[config.mk]
export PLATFORM = sky130hd
export DESIGN_NAME = button_press_classifier_top_flat
export DESIGN_NICKNAME = d
export VERILOG_FILES = /design/src/rtl/bpc_pkg.sv /design/src/rtl/bpc_if.sv /design/src/rtl/bpc_diff_unit.sv /design/src/rtl/bpc_seq.sv /design/src/rtl/button_press_classifier_top.sv /design/src/flat_wrapper.sv
export VERILOG_INCLUDE_DIRS = /design/src /design/src/rtl
export SDC_FILE = /design/constraint.sdc
export NUM_CORES = 1
export LEC_CHECK = 0
export BUFFER_PORTS_ARGS = -buffer_cell sky130_fd_sc_hd__buf_2
export CORE_MARGIN = 4
export CORE_UTILIZATION = 40
export CTS_CLUSTER_DIAMETER = 150
export DETAILED_ROUTE_END_ITERATION = 10
export HOLD_SLACK_MARGIN = 0.1
export PLACE_DENSITY = 0.54
export SKIP_LAST_GASP = 1
export SYNTH_ARGS = -nofsm -noshare
export SYNTH_HDL_FRONTEND = slang
export SYNTH_SLANG_ARGS = --single-unit
[constraint.sdc]
create_clock -name clk -period 8 [get_ports clk]
set_input_delay 0.4 -clock clk [delete_from_list [all_inputs] [get_ports clk]]
set_output_delay 0.4 -clock clk [all_outputs]
set_load 0.02 [all_outputs]
[src/rtl/button_press_classifier_top_defines.svh]
// Assertion macros used by bpc_seq, the sequencer of the button press classifier.
`ifndef BUTTON_PRESS_CLASSIFIER_TOP_DEFINES_SVH
`define BUTTON_PRESS_CLASSIFIER_TOP_DEFINES_SVH

`define BPC_ASSERT_NOW(label, ante, cons, msg) \
  label: assert property (@(posedge clk) disable iff (rst) (ante) |-> (cons)) else $error(msg);

`define BPC_ASSERT_NEXT(label, ante, cons, msg) \
  label: assert property (@(posedge clk) disable iff (rst) (ante) |=> (cons)) else $error(msg);

`endif

[src/rtl/bpc_pkg.sv]
package bpc_pkg;

  localparam int BUTTON_COUNT = 8;
  localparam int IDX_W = (BUTTON_COUNT > 1) ? $clog2(BUTTON_COUNT) : 1;
  localparam int MASK_W = 8;
  localparam int TIME_W = 32;
  localparam int CFG_W = 16;
  localparam int EV_W = 2;
  localparam int BTN_W = 3;
  localparam int REG_IDX_W = 2;

  typedef logic [IDX_W-1:0] bidx_t;

  localparam bidx_t LAST_IDX = bidx_t'(BUTTON_COUNT - 1);

  typedef enum logic [EV_W-1:0] {
    EV_NONE,
    EV_SINGLE,
    EV_DOUBLE,
    EV_LONG
  } ev_t;

  typedef enum logic [REG_IDX_W-1:0] {
    REG_DEBOUNCE,
    REG_LONG_PRESS,
    REG_DOUBLE_WINDOW
  } reg_idx_t;

  typedef enum logic [1:0] {
    S_IDLE,
    S_HELD,
    S_REL,
    S_DONE
  } state_t;

  typedef struct packed {
    logic [CFG_W-1:0] debounce_ms;
    logic [CFG_W-1:0] long_press_ms;
    logic [CFG_W-1:0] double_window_ms;
  } cfg_t;

  typedef struct packed {
    logic lt_debounce;
    logic ge_long;
    logic lt_window;
  } cmp_t;

endpackage

[src/rtl/bpc_if.sv]
interface bpc_poll_if;
  logic                        valid;
  logic                        ready;
  logic [bpc_pkg::MASK_W-1:0]  pressed_mask;
  logic [bpc_pkg::TIME_W-1:0]  now_ms;

  modport source (output valid, output pressed_mask, output now_ms, input ready);
  modport sink (input valid, input pressed_mask, input now_ms, output ready);
endinterface

interface bpc_result_if;
  logic                       valid;
  logic                       ready;
  logic [bpc_pkg::EV_W-1:0]   event_code;
  logic [bpc_pkg::BTN_W-1:0]  button_index;

  modport source (output valid, output event_code, output button_index, input ready);
  modport sink (input valid, input event_code, input button_index, output ready);
endinterface

interface bpc_cfg_if;
  logic                           valid;
  logic                           ready;
  logic [bpc_pkg::REG_IDX_W-1:0]  index;
  logic [bpc_pkg::CFG_W-1:0]      data;

  modport source (output valid, output index, output data, input ready);
  modport sink (input valid, input index, input data, output ready);
endinterface

[src/rtl/bpc_diff_unit.sv]
module bpc_diff_unit (
  input  logic [bpc_pkg::TIME_W-1:0] now_time,
  input  logic [bpc_pkg::TIME_W-1:0] ref_time,
  input  bpc_pkg::cfg_t              cfg,
  output bpc_pkg::cmp_t              cmp
);
  import bpc_pkg::*;

  logic [TIME_W-1:0] diff;

  assign diff = now_time - ref_time;

  always_comb begin
    cmp.lt_debounce = diff < TIME_W'(cfg.debounce_ms);
    cmp.ge_long     = diff >= TIME_W'(cfg.long_press_ms);
    cmp.lt_window   = diff < TIME_W'(cfg.double_window_ms);
  end
endmodule

[src/rtl/bpc_seq.sv]
`include "button_press_classifier_top_defines.svh"

module bpc_seq (
  input  logic                       clk,
  input  logic                       rst,
  bpc_poll_if.sink                   poll,
  bpc_result_if.source               result,
  output logic [bpc_pkg::TIME_W-1:0] now_time,
  output logic [bpc_pkg::TIME_W-1:0] ref_time,
  input  bpc_pkg::cmp_t              cmp
);
  import bpc_pkg::*;

  state_t              state;
  state_t              state_next;
  bidx_t               idx;
  logic [MASK_W-1:0]   mask;
  logic [TIME_W-1:0]   now_val;
  logic                held_lt_debounce;
  logic                held_ge_long;
  ev_t                 pend_code;
  bidx_t               pend_index;
  logic                res_valid;
  ev_t                 res_code;
  logic [BTN_W-1:0]    res_index;

  logic                was_pressed [BUTTON_COUNT];
  logic [TIME_W-1:0]   start_time [BUTTON_COUNT];
  logic [TIME_W-1:0]   release_time [BUTTON_COUNT];
  logic                single_pending [BUTTON_COUNT];

  logic                cur;
  logic                start_zero;
  ev_t                 ev;
  logic                wp_next;
  logic [TIME_W-1:0]   st_next;
  logic [TIME_W-1:0]   rl_next;
  logic                sp_next;

  assign poll.ready          = (state == S_IDLE) && !rst;
  assign result.valid        = res_valid;
  assign result.event_code   = res_code;
  assign result.button_index = res_index;
  assign now_time            = now_val;
  assign ref_time            = (state == S_HELD) ? start_time[idx] : release_time[idx];

  always_ff @(posedge clk) begin
    if (rst) begin
      state <= S_IDLE;
    end else begin
      state <= state_next;
    end
  end

  always_comb begin
    cur        = (32'(idx) < 32'(MASK_W)) ? mask[3'(idx)] : 1'b0;
    start_zero = (start_time[idx] == '0);
    ev         = EV_NONE;
    wp_next    = was_pressed[idx];
    st_next    = start_time[idx];
    rl_next    = release_time[idx];
    sp_next    = single_pending[idx];

    if (cur != was_pressed[idx]) begin
      if (cur) begin
        if (start_zero || !held_lt_debounce) begin
          st_next = now_val;
          wp_next = 1'b1;
          if (single_pending[idx] && cmp.lt_window) begin
            sp_next = 1'b0;
            ev      = EV_DOUBLE;
          end
        end
      end else begin
        wp_next = 1'b0;
        rl_next = now_val;
        sp_next = 1'b1;
        if (start_zero) begin
          sp_next = 1'b0;
        end else if (!held_lt_debounce && held_ge_long) begin
          sp_next = 1'b0;
          ev      = EV_LONG;
        end
      end
    end else if (cur && !start_zero && held_ge_long) begin
      st_next = '0;
      sp_next = 1'b0;
      ev      = EV_LONG;
    end else if (single_pending[idx] && !cmp.lt_window) begin
      sp_next = 1'b0;
      ev      = EV_SINGLE;
    end

    state_next = state;
    case (state)
      S_IDLE: begin
        if (poll.valid) begin
          state_next = S_HELD;
        end
      end
      S_HELD: begin
        state_next = S_REL;
      end
      S_REL: begin
        if (ev != EV_NONE || idx == LAST_IDX) begin
          state_next = S_DONE;
        end else begin
          state_next = S_HELD;
        end
      end
      S_DONE: begin
        if (!res_valid || result.ready) begin
          state_next = S_IDLE;
        end
      end
      default: begin
        state_next = S_IDLE;
      end
    endcase
  end

  always_ff @(posedge clk) begin
    if (rst) begin
      res_valid <= 1'b0;
      for (int i = 0; i < BUTTON_COUNT; i++) begin
        was_pressed[i]    <= 1'b0;
        start_time[i]     <= '0;
        release_time[i]   <= '0;
        single_pending[i] <= 1'b0;
      end
    end else begin
      if (state == S_REL) begin
        was_pressed[idx]    <= wp_next;
        start_time[idx]     <= st_next;
        release_time[idx]   <= rl_next;
        single_pending[idx] <= sp_next;
      end
      if (state == S_DONE && (!res_valid || result.ready)) begin
        res_valid <= 1'b1;
      end else if (result.ready) begin
        res_valid <= 1'b0;
      end
    end
  end

  always_ff @(posedge clk) begin
    case (state)
      S_IDLE: begin
        if (poll.valid) begin
          mask    <= poll.pressed_mask;
          now_val <= poll.now_ms;
          idx     <= '0;
        end
      end
      S_HELD: begin
        held_lt_debounce <= cmp.lt_debounce;
        held_ge_long     <= cmp.ge_long;
      end
      S_REL: begin
        pend_code  <= ev;
        pend_index <= (ev == EV_NONE) ? bidx_t'(0) : idx;
        if (ev == EV_NONE && idx != LAST_IDX) begin
          idx <= idx + bidx_t'(1);
        end
      end
      S_DONE: begin
        if (!res_valid || result.ready) begin
          res_code  <= pend_code;
          res_index <= BTN_W'(pend_index);
        end
      end
      default: begin
      end
    endcase
  end

  `BPC_ASSERT_NEXT(a_step_next_button,
    (state == S_REL && ev == EV_NONE && idx != LAST_IDX),
    (state == S_HELD && idx == $past(idx) + bidx_t'(1)),
    "scan did not move to the next button")
  `BPC_ASSERT_NEXT(a_result_loaded,
    (state == S_DONE && (!res_valid || result.ready)),
    (res_valid && state == S_IDLE),
    "finished poll did not load the result register")
  `BPC_ASSERT_NOW(a_none_index_zero,
    (res_valid && res_code == EV_NONE),
    (res_index == '0),
    "no-event result carries a nonzero button")
endmodule

[src/rtl/button_press_classifier_top.sv]
// Each button visited takes a difference state (S_HELD), then a decision state (S_REL); S_DONE
// loads the result. The scan stops at the first button with an event, or after the last button.
// A new poll beat is taken only once the previous scan has loaded its result into the output
// register; the shared subtract-and-compare unit sets the pace.
// A finished result waits in the output register while the next poll is taken.
// Synchronous reset clears all button state, restores the register defaults 50, 1000 and 300.
module button_press_classifier_top (
  input  logic         clk,
  input  logic         rst,
  bpc_poll_if.sink     poll,
  bpc_result_if.source result,
  bpc_cfg_if.sink      cfg
);
  import bpc_pkg::*;

  cfg_t              cfg_regs;
  cmp_t              cmp;
  logic [TIME_W-1:0] now_time;
  logic [TIME_W-1:0] ref_time;

  assign cfg.ready = !rst;

  always_ff @(posedge clk) begin
    if (rst) begin
      cfg_regs.debounce_ms      <= CFG_W'(50);
      cfg_regs.long_press_ms    <= CFG_W'(1000);
      cfg_regs.double_window_ms <= CFG_W'(300);
    end else if (cfg.valid) begin
      case (reg_idx_t'(cfg.index))
        REG_DEBOUNCE:      cfg_regs.debounce_ms      <= cfg.data;
        REG_LONG_PRESS:    cfg_regs.long_press_ms    <= cfg.data;
        REG_DOUBLE_WINDOW: cfg_regs.double_window_ms <= cfg.data;
        default: begin
        end
      endcase
    end
  end

  bpc_diff_unit u_diff (
    .now_time (now_time),
    .ref_time (ref_time),
    .cfg      (cfg_regs),
    .cmp      (cmp)
  );

  bpc_seq u_seq (
    .clk      (clk),
    .rst      (rst),
    .poll     (poll),
    .result   (result),
    .now_time (now_time),
    .ref_time (ref_time),
    .cmp      (cmp)
  );
endmodule

[src/flat_wrapper.sv]
// flat-port wrapper written by rule: the top's interface ports become plain ports
module button_press_classifier_top_flat import bpc_pkg::*;
  (clk, rst, poll_valid, poll_pressed_mask, poll_now_ms, poll_ready, result_valid, result_event_code, result_button_index, result_ready, cfg_valid, cfg_index, cfg_data, cfg_ready);
  bpc_poll_if poll_i ();
  bpc_result_if result_i ();
  bpc_cfg_if cfg_i ();
  input  logic clk;
  input  logic rst;
  input wire logic [$bits(poll_i.valid)-1:0] poll_valid;
  input wire logic [$bits(poll_i.pressed_mask)-1:0] poll_pressed_mask;
  input wire logic [$bits(poll_i.now_ms)-1:0] poll_now_ms;
  output wire logic [$bits(poll_i.ready)-1:0] poll_ready;
  output wire logic [$bits(result_i.valid)-1:0] result_valid;
  output wire logic [$bits(result_i.event_code)-1:0] result_event_code;
  output wire logic [$bits(result_i.button_index)-1:0] result_button_index;
  input wire logic [$bits(result_i.ready)-1:0] result_ready;
  input wire logic [$bits(cfg_i.valid)-1:0] cfg_valid;
  input wire logic [$bits(cfg_i.index)-1:0] cfg_index;
  input wire logic [$bits(cfg_i.data)-1:0] cfg_data;
  output wire logic [$bits(cfg_i.ready)-1:0] cfg_ready;
  assign poll_i.valid = poll_valid;
  assign poll_i.pressed_mask = poll_pressed_mask;
  assign poll_i.now_ms = poll_now_ms;
  assign poll_ready = poll_i.ready;
  assign result_valid = result_i.valid;
  assign result_event_code = result_i.event_code;
  assign result_button_index = result_i.button_index;
  assign result_i.ready = result_ready;
  assign cfg_i.valid = cfg_valid;
  assign cfg_i.index = cfg_index;
  assign cfg_i.data = cfg_data;
  assign cfg_ready = cfg_i.ready;
  button_press_classifier_top u_core (.clk(clk), .rst(rst), .poll(poll_i), .result(result_i), .cfg(cfg_i));
endmodule
# After elaboration in Yosys (flattened, before gate mapping)

Memories as Yosys holds them, arrays and structs flattened. A register that Yosys moved wholly into a read port is not among the register bits.
Index checks and enable logic that the tools add are counted.

Multiply operators: 0
Bitwise logic cells: 0
Shift-type cells: 0
Magnitude comparators: 4
Equality and inequality tests: 11
Reduce and logical (&&, ||, !) cells: 34
Divide/modulo/power cells: 0
Add/subtract/negate cells: 2
Multiplexer cells: 58

Operator list:

| operator            | count |
|---|---|
| $mux 32             | 9 |
| $lt 32x16->1        | 2 |
| $reduce_or 32->1    | 2 |
| $ge 32x16->1        | 1 |
| $logic_not 32->1    | 1 |
| $sub 32x32->32      | 1 |
| $mux 3              | 10 |
| $mux 1              | 26 |
| $mux 2              | 10 |
| $reduce_and 2->1    | 6 |
| $logic_and 1x1->1   | 8 |
| $pmux 2 s4          | 1 |
| $eq 2x2->1 const B  | 3 |
| $logic_not 2->1     | 3 |
| $pmux 3 s2          | 1 |
| $reduce_bool 2->1   | 3 |
| $logic_not 1->1     | 5 |
| $eq 2x1->1 const B  | 2 |
| $lt 3x4->1 const B  | 1 |
| $ne 2x1->1 const B  | 2 |
| $add 3x1->3 const B | 1 |
| $bmux 1 s3          | 1 |
| $eq 3x3->1 const B  | 1 |
| $logic_or 1x1->1    | 3 |
| 5 further kinds     | 6 |

Output and inout port bits: 8
Bits in read-only memories: 0
Memories: 4
Bits of input ports: 63
Flip-flop bits (word level): 106
Bits in latches: 0
Bits in writable memories: 528

Memories:

| name                        | depth | width | rd ports | clocked after Yosys merged registers in | wr ports | line          | source |
|---|---|---|---|---|---|---|---|
| u_core.u_seq.release_time   | 8     | 32    | 1        | 1                                       | 8        | bpc_seq.sv:29 | `logic [TIME_W-1:0] release_time [BUTTON_COUNT];` |
| u_core.u_seq.start_time     | 8     | 32    | 1        | 1                                       | 8        | bpc_seq.sv:28 | `logic [TIME_W-1:0] start_time [BUTTON_COUNT];` |
| u_core.u_seq.single_pending | 8     | 1     | 1        | 1                                       | 8        | bpc_seq.sv:30 | `logic single_pending [BUTTON_COUNT];` |
| u_core.u_seq.was_pressed    | 8     | 1     | 1        | 1                                       | 8        | bpc_seq.sv:27 | `logic was_pressed [BUTTON_COUNT];` |

# Depth between registers and ports, before layout

Depth in word-level cells: 14
Depth in mapped cells: 27
Gate-level depth less buffers: 22

# Modules after synthesis

Synthesis repeated with hierarchy kept, for this count alone.

Cell total of the unflattened synthesis: 2651
Area, all modules: 33578.5 µm²

Modules (own cells, without submodules):

| module                      | times used | area each (µm²) | cells each | sequential area each (µm²) |
|---|---|---|---|---|
| bpc_seq                     | 1          | 28333.4         | 1972       | 17626.9 |
| bpc_diff_unit               | 1          | 3291.9          | 491        | 0.0 |
| button_press_classifier_top | 1          | 1953.1          | 188        | 960.9 |

# Worst setup path after synthesis

No wires, ideal clock.

Kind: register -> register
Start: register (tool-made name)
End: register u_core.u_seq.idx[0], enable pin
Data arrival time: 5.987 ns
Required time: 7.740 ns
Clock period less this slack: 6.247 ns
Stages on the path, launching flop included: 28
Slack: 1.753 ns
Cells stage by stage: dfxtp_1 -> buf_6 -> buf_12 -> buf_2 -> buf_2 -> buf_1 -> mux4_2 -> mux2i_1 -> nand2_1 -> o21ai_0 -> ha_1 -> a21oi_1 -> nand2_1 -> o21ai_1 -> o21ai_0 -> a21oi_1 -> xnor2_1 -> ha_1 -> a21o_1 -> a21o_1 -> a21oi_1 -> o21ai_0 -> a21o_1 -> a2111o_1 -> or2_1 -> buf_6 -> mux2i_4 -> or2_1

RTL lines:

| element              | line           | source |
|---|---|---|
| end signal, assigned | bpc_seq.sv:163 | `idx <= idx + bidx_t'(1);` |
| end, declared        | bpc_seq.sv:16  | `bidx_t idx;` |

==> impl_results.md <==
* Part of the power in registers at 41.9%
* Post-synth ARST share at 0%
* Boundary Pins at 71
* Compound-gate portion of the synthesized area at 8.17%
* Number of library cell types mapped by synthesis at 85
* Startpoint Class: register
* Combinational power share at 23.5%
* Worst hold-check path type: in -> reg
* Area of the multi-input gates at 11,500 um2
* Average size of a mapped cell at 12.8 um2
* Crit path setup slack, layout at 1.41 ns
* First-pass GRT wire length at 137,000 um
* Worst-path fanout max at 32
* Max-cap violations at 0
* Cell count after synthesis at 2,410
* Critical path buffers and inverters at 1
* Port Buffers at 70
* Crit Path Class: reg -> reg
* Area share of and/or/nand/nor cells after synthesis at 12.3%
* First DRT Iteration DRCs at 2,103
* PwrDens at 264 nW/um2
* Placed Cells at 3,399
* Cells resized by post-CTS repair at 0
* Initial Utilization at 40.5%
* GR Util met1 at 31.4%
* Cell count along the critical path at 21
* Die ar. at 81,700 um2
* Highest clock rate at 0.152 GHz
* Synth Warn # at 0
* Crit. End Element: register
* Setup slack at placement at 1.43 ns
* Clk_skew at 0.0283 ns
* Sink Count at 637
* Peak VDD IR at 0.000157 V
* WL final at 93,100 um
* Switching pwr at 2.86 mW
* Fin Setup TNS at 0 ns
* CTS tree: done
* Pins Over Slew Limit at 0
* Layout area overhead at 13.6%
* NumNets Final at 2,643
* Run status: finished clean
* Routability Congestion at 0.921
* Clock Tree Buf Depth at 3
* CP max stage cell: dfxtp_4
* Mux contribution to synthesized area at 12.5%
* CTS Root Cell: clkbuf_16
* Synth Area in XOR/XNOR at 0.596%
* Sequential area share after synthesis at 60.2%
* Post-synth EDFFs at 583
* Static leakage at 12.6 nW
* Initial antenna violation count at 0
* Net Sw Frac at 30.9%
* Syn_nets at 2,555
* Worst-Skew Late Latency at 0.63 ns
* GR Util All Layers at 22.5%
* Pin count of the biggest net entering global routing at 51
* Hold Path Depth at 3
* FILL cells at 6,831
* Total number of vias at 20,443
* DPL Wire Length at 55,500 um
* Post-Layout Cell Count at 3,584
* Met3 GRT Util at 3.73%
* Avg WL per Cell at 26.0 um
* Vias in the first global route at 20,782
* Worst-case reg-to-reg path depth at 21
* Max incr delay on CP at 0.80 ns
* Final core occ at 46.1%
* Die H at 286 um
* CTS Buf Count at 71
* CTS H-tree depth at 3
* CP top delay family: compound AO/OA/AOI/OAI gates
* Final ANT Viol Nets at 0
* Hold Vio Cnt, Final at 0
* CP dominant cell by count: a21oi_1
* Worst-path clk slew at 0.06 ns
* Worst Max-Slew Pin Slew at 1.20 ns
* Placeable Area at 76,200 um2
* Final Critical Period at 6.59 ns
* CP cell instances: buf_4 > mux4_2 > mux2_2 > nor2_1 > a21oi_1 > ha_1 > fa_1 > nand2b_1 > a21oi_1 > o21ai_0 > nand3_1 > xor2_1 > ha_1 > a21o_1 > a21oi_1 > o21ai_0 > a21o_1 > a2111o_1 > or2_1 > a211oi_2 > nor2_1
* Met2 Usage GRT at 37.0%
* Num rows at 101
* Clock share of power at 34.6%
* Setup Viol. Count Final at 0
* Post-Synth Adder-Cell Area at 3.35%
* Largest family of logic cells by synthesized area: multiplexers
* Most frequent cells in the layout: edfxtp_1, nor2_1, nand2_1
* Width of the die at 286 um
* Layout cell share with drive strength beyond 1 at 17.1%
* Most common cell after layout, fill and taps aside: edfxtp_1
* Post-CTS setup buffers at 0
* Via density at 5.70
* Flop and latch count out of synthesis at 637
* # hold bufs at CTS at 56
* Residual DRC at 0
* Post-synthesis cell area at 30,900 um2
* First-pass iteration count of the detailed router at 5
* RSZ-0062 raised after global routing: no
* Critical Path RT at 8.34 ns
* Gr busiest metal: met2
* Max transition margin at 19.4%
* Int Power at 6.39 mW
* Register Area at 18,600 um2
* Final worst path period share at 82.4%
* Crit path DAT at 6.93 ns
* Main synth FF type: edfxtp_1
* Total gr overflow at 0
## registers in the layout (all words and copies together), names as in the netlist, 3 cells and up, named ones only
name and flops:
u_core.u_seq.mask 8, u_core.u_seq.start_time 256, u_core.u_seq.was_pressed 8, u_core.u_seq.now_time 32, u_core.u_seq.release_time 256, u_core.u_seq.idx 3
u_core.u_seq.single_pending 8, u_core.u_seq.pend_index 3, u_core.cfg_regs 48, u_core.u_seq.result.button_index 3
## Yosys cell counts, types with 4 or more instances
library cell / count / area, um2
a21o_1: 17 / 128
nor3b_1: 4 / 30.0
a2111oi_0: 5 / 43.8
nor2b_1: 11 / 68.8
mux2i_1: 39 / 390
edfxtp_1: 583 / 17500
o21a_1: 15 / 113
nor2_1: 578 / 2170
xnor2_1: 11 / 96.3
buf_2: 12 / 60.1
clkbuf_1: 101 / 379
mux2_2: 35 / 394
nand3_1: 14 / 70.1
nor3_1: 17 / 85.1
and3_1: 4 / 25.0
nor4_1: 14 / 87.6
ha_1: 81 / 1010
nand2b_1: 12 / 75.1
a21oi_1: 92 / 460
o21ai_1: 33 / 165
a211oi_1: 6 / 45.0
o21ai_0: 68 / 340
buf_1: 17 / 63.8
xor2_1: 10 / 87.6
mux4_1: 10 / 263
buf_6: 8 / 90.1
buf_4: 7 / 52.6
o211ai_1: 16 / 120
a22oi_4: 30 / 638
o21bai_1: 4 / 30.0
nand4_1: 15 / 93.8
inv_1: 61 / 229
mux4_2: 123 / 2770
dfxtp_1: 54 / 1080
a21boi_0: 6 / 45.0
a22oi_1: 4 / 30.0
or2_2: 4 / 25.0
nand2_1: 215 / 807
## layout make-up
type / count / share of cell area, %
flip-flops and latches: 637 / 53.0
diodes: 1 / 0.00713
repair buffers: 162 / 3.40
clock buffers: 79 / 5.15
inverters: 61 / 0.652
well taps: 1030 / 3.67
clock inverters: 49 / 1.27
multi-input cells: 1565 / 32.9
## final timing paths
path                            slack, ns                           startpoint                                            to
worst max-delay path                 1.41                             register  u_core.u_seq.single_pending[0]$_SDFFCE_PN0P_
worst min-delay path                 0.16                         result_ready        u_core.u_seq.result.valid$_SDFFE_PP0P_
worst min register to register       0.43  u_core.u_seq.pend_code[1]$_DFFE_PP_   u_core.u_seq.result.event_code[1]$_DFFE_PP_
worst max register to register       1.41                             register  u_core.u_seq.single_pending[0]$_SDFFCE_PN0P_
## routing by layer
metal	share of wire, %	up-vias
met2	48	787
met4	2.4	0
met1	43	10463
met3	6.7	121
li1	-	9072
met5	0	-
## power by group through the flow
| stage | registers, mW | clock network [mW] | logic (mW) |
|---|---|---|---|
| 5_1_grt | 3.89 | 3.39 | 2.38 |
| 2_1_floorplan | 3.87 | 0 | 1.57 |
| 3_5_place_dp | 3.95 | 0 | 2.13 |
| 6_report | 3.88 | 3.20 | 2.18 |
| 3_3_place_gp | 3.94 | 0 | 2.12 |
| 4_1_cts | 3.88 | 3.26 | 2.16 |
## metrics by stage
step	hold slack, ns	instance area, um2	power, mW
final	0.162	35100	9.26
after global routing	0.167	35100	9.66
after CTS	0.129	35100	9.30
after detailed placement	0.413	32300	6.07
after global placement	0.406	32300	6.06
after floorplan	0.400	30900	5.45
## worst register-to-register path: cells and delay by family (launching register included)
kind	cells	cell delay, ns
compound gates	9	2.01
xor+xnor	1	0.36
fa+ha+maj	3	1.02
buf+inv	1	0.42
flops	1	0.80
mux	2	0.86
simple gates	5	0.85
## kinds of logic after synthesis
group,count (synthesis)
mux,209
flops,637
xor+xnor,21
fa+ha+maj,82
simple gates,917
buf+inv,208
compound gates,336
Note: power is estimated with default switching activity, not from simulation.
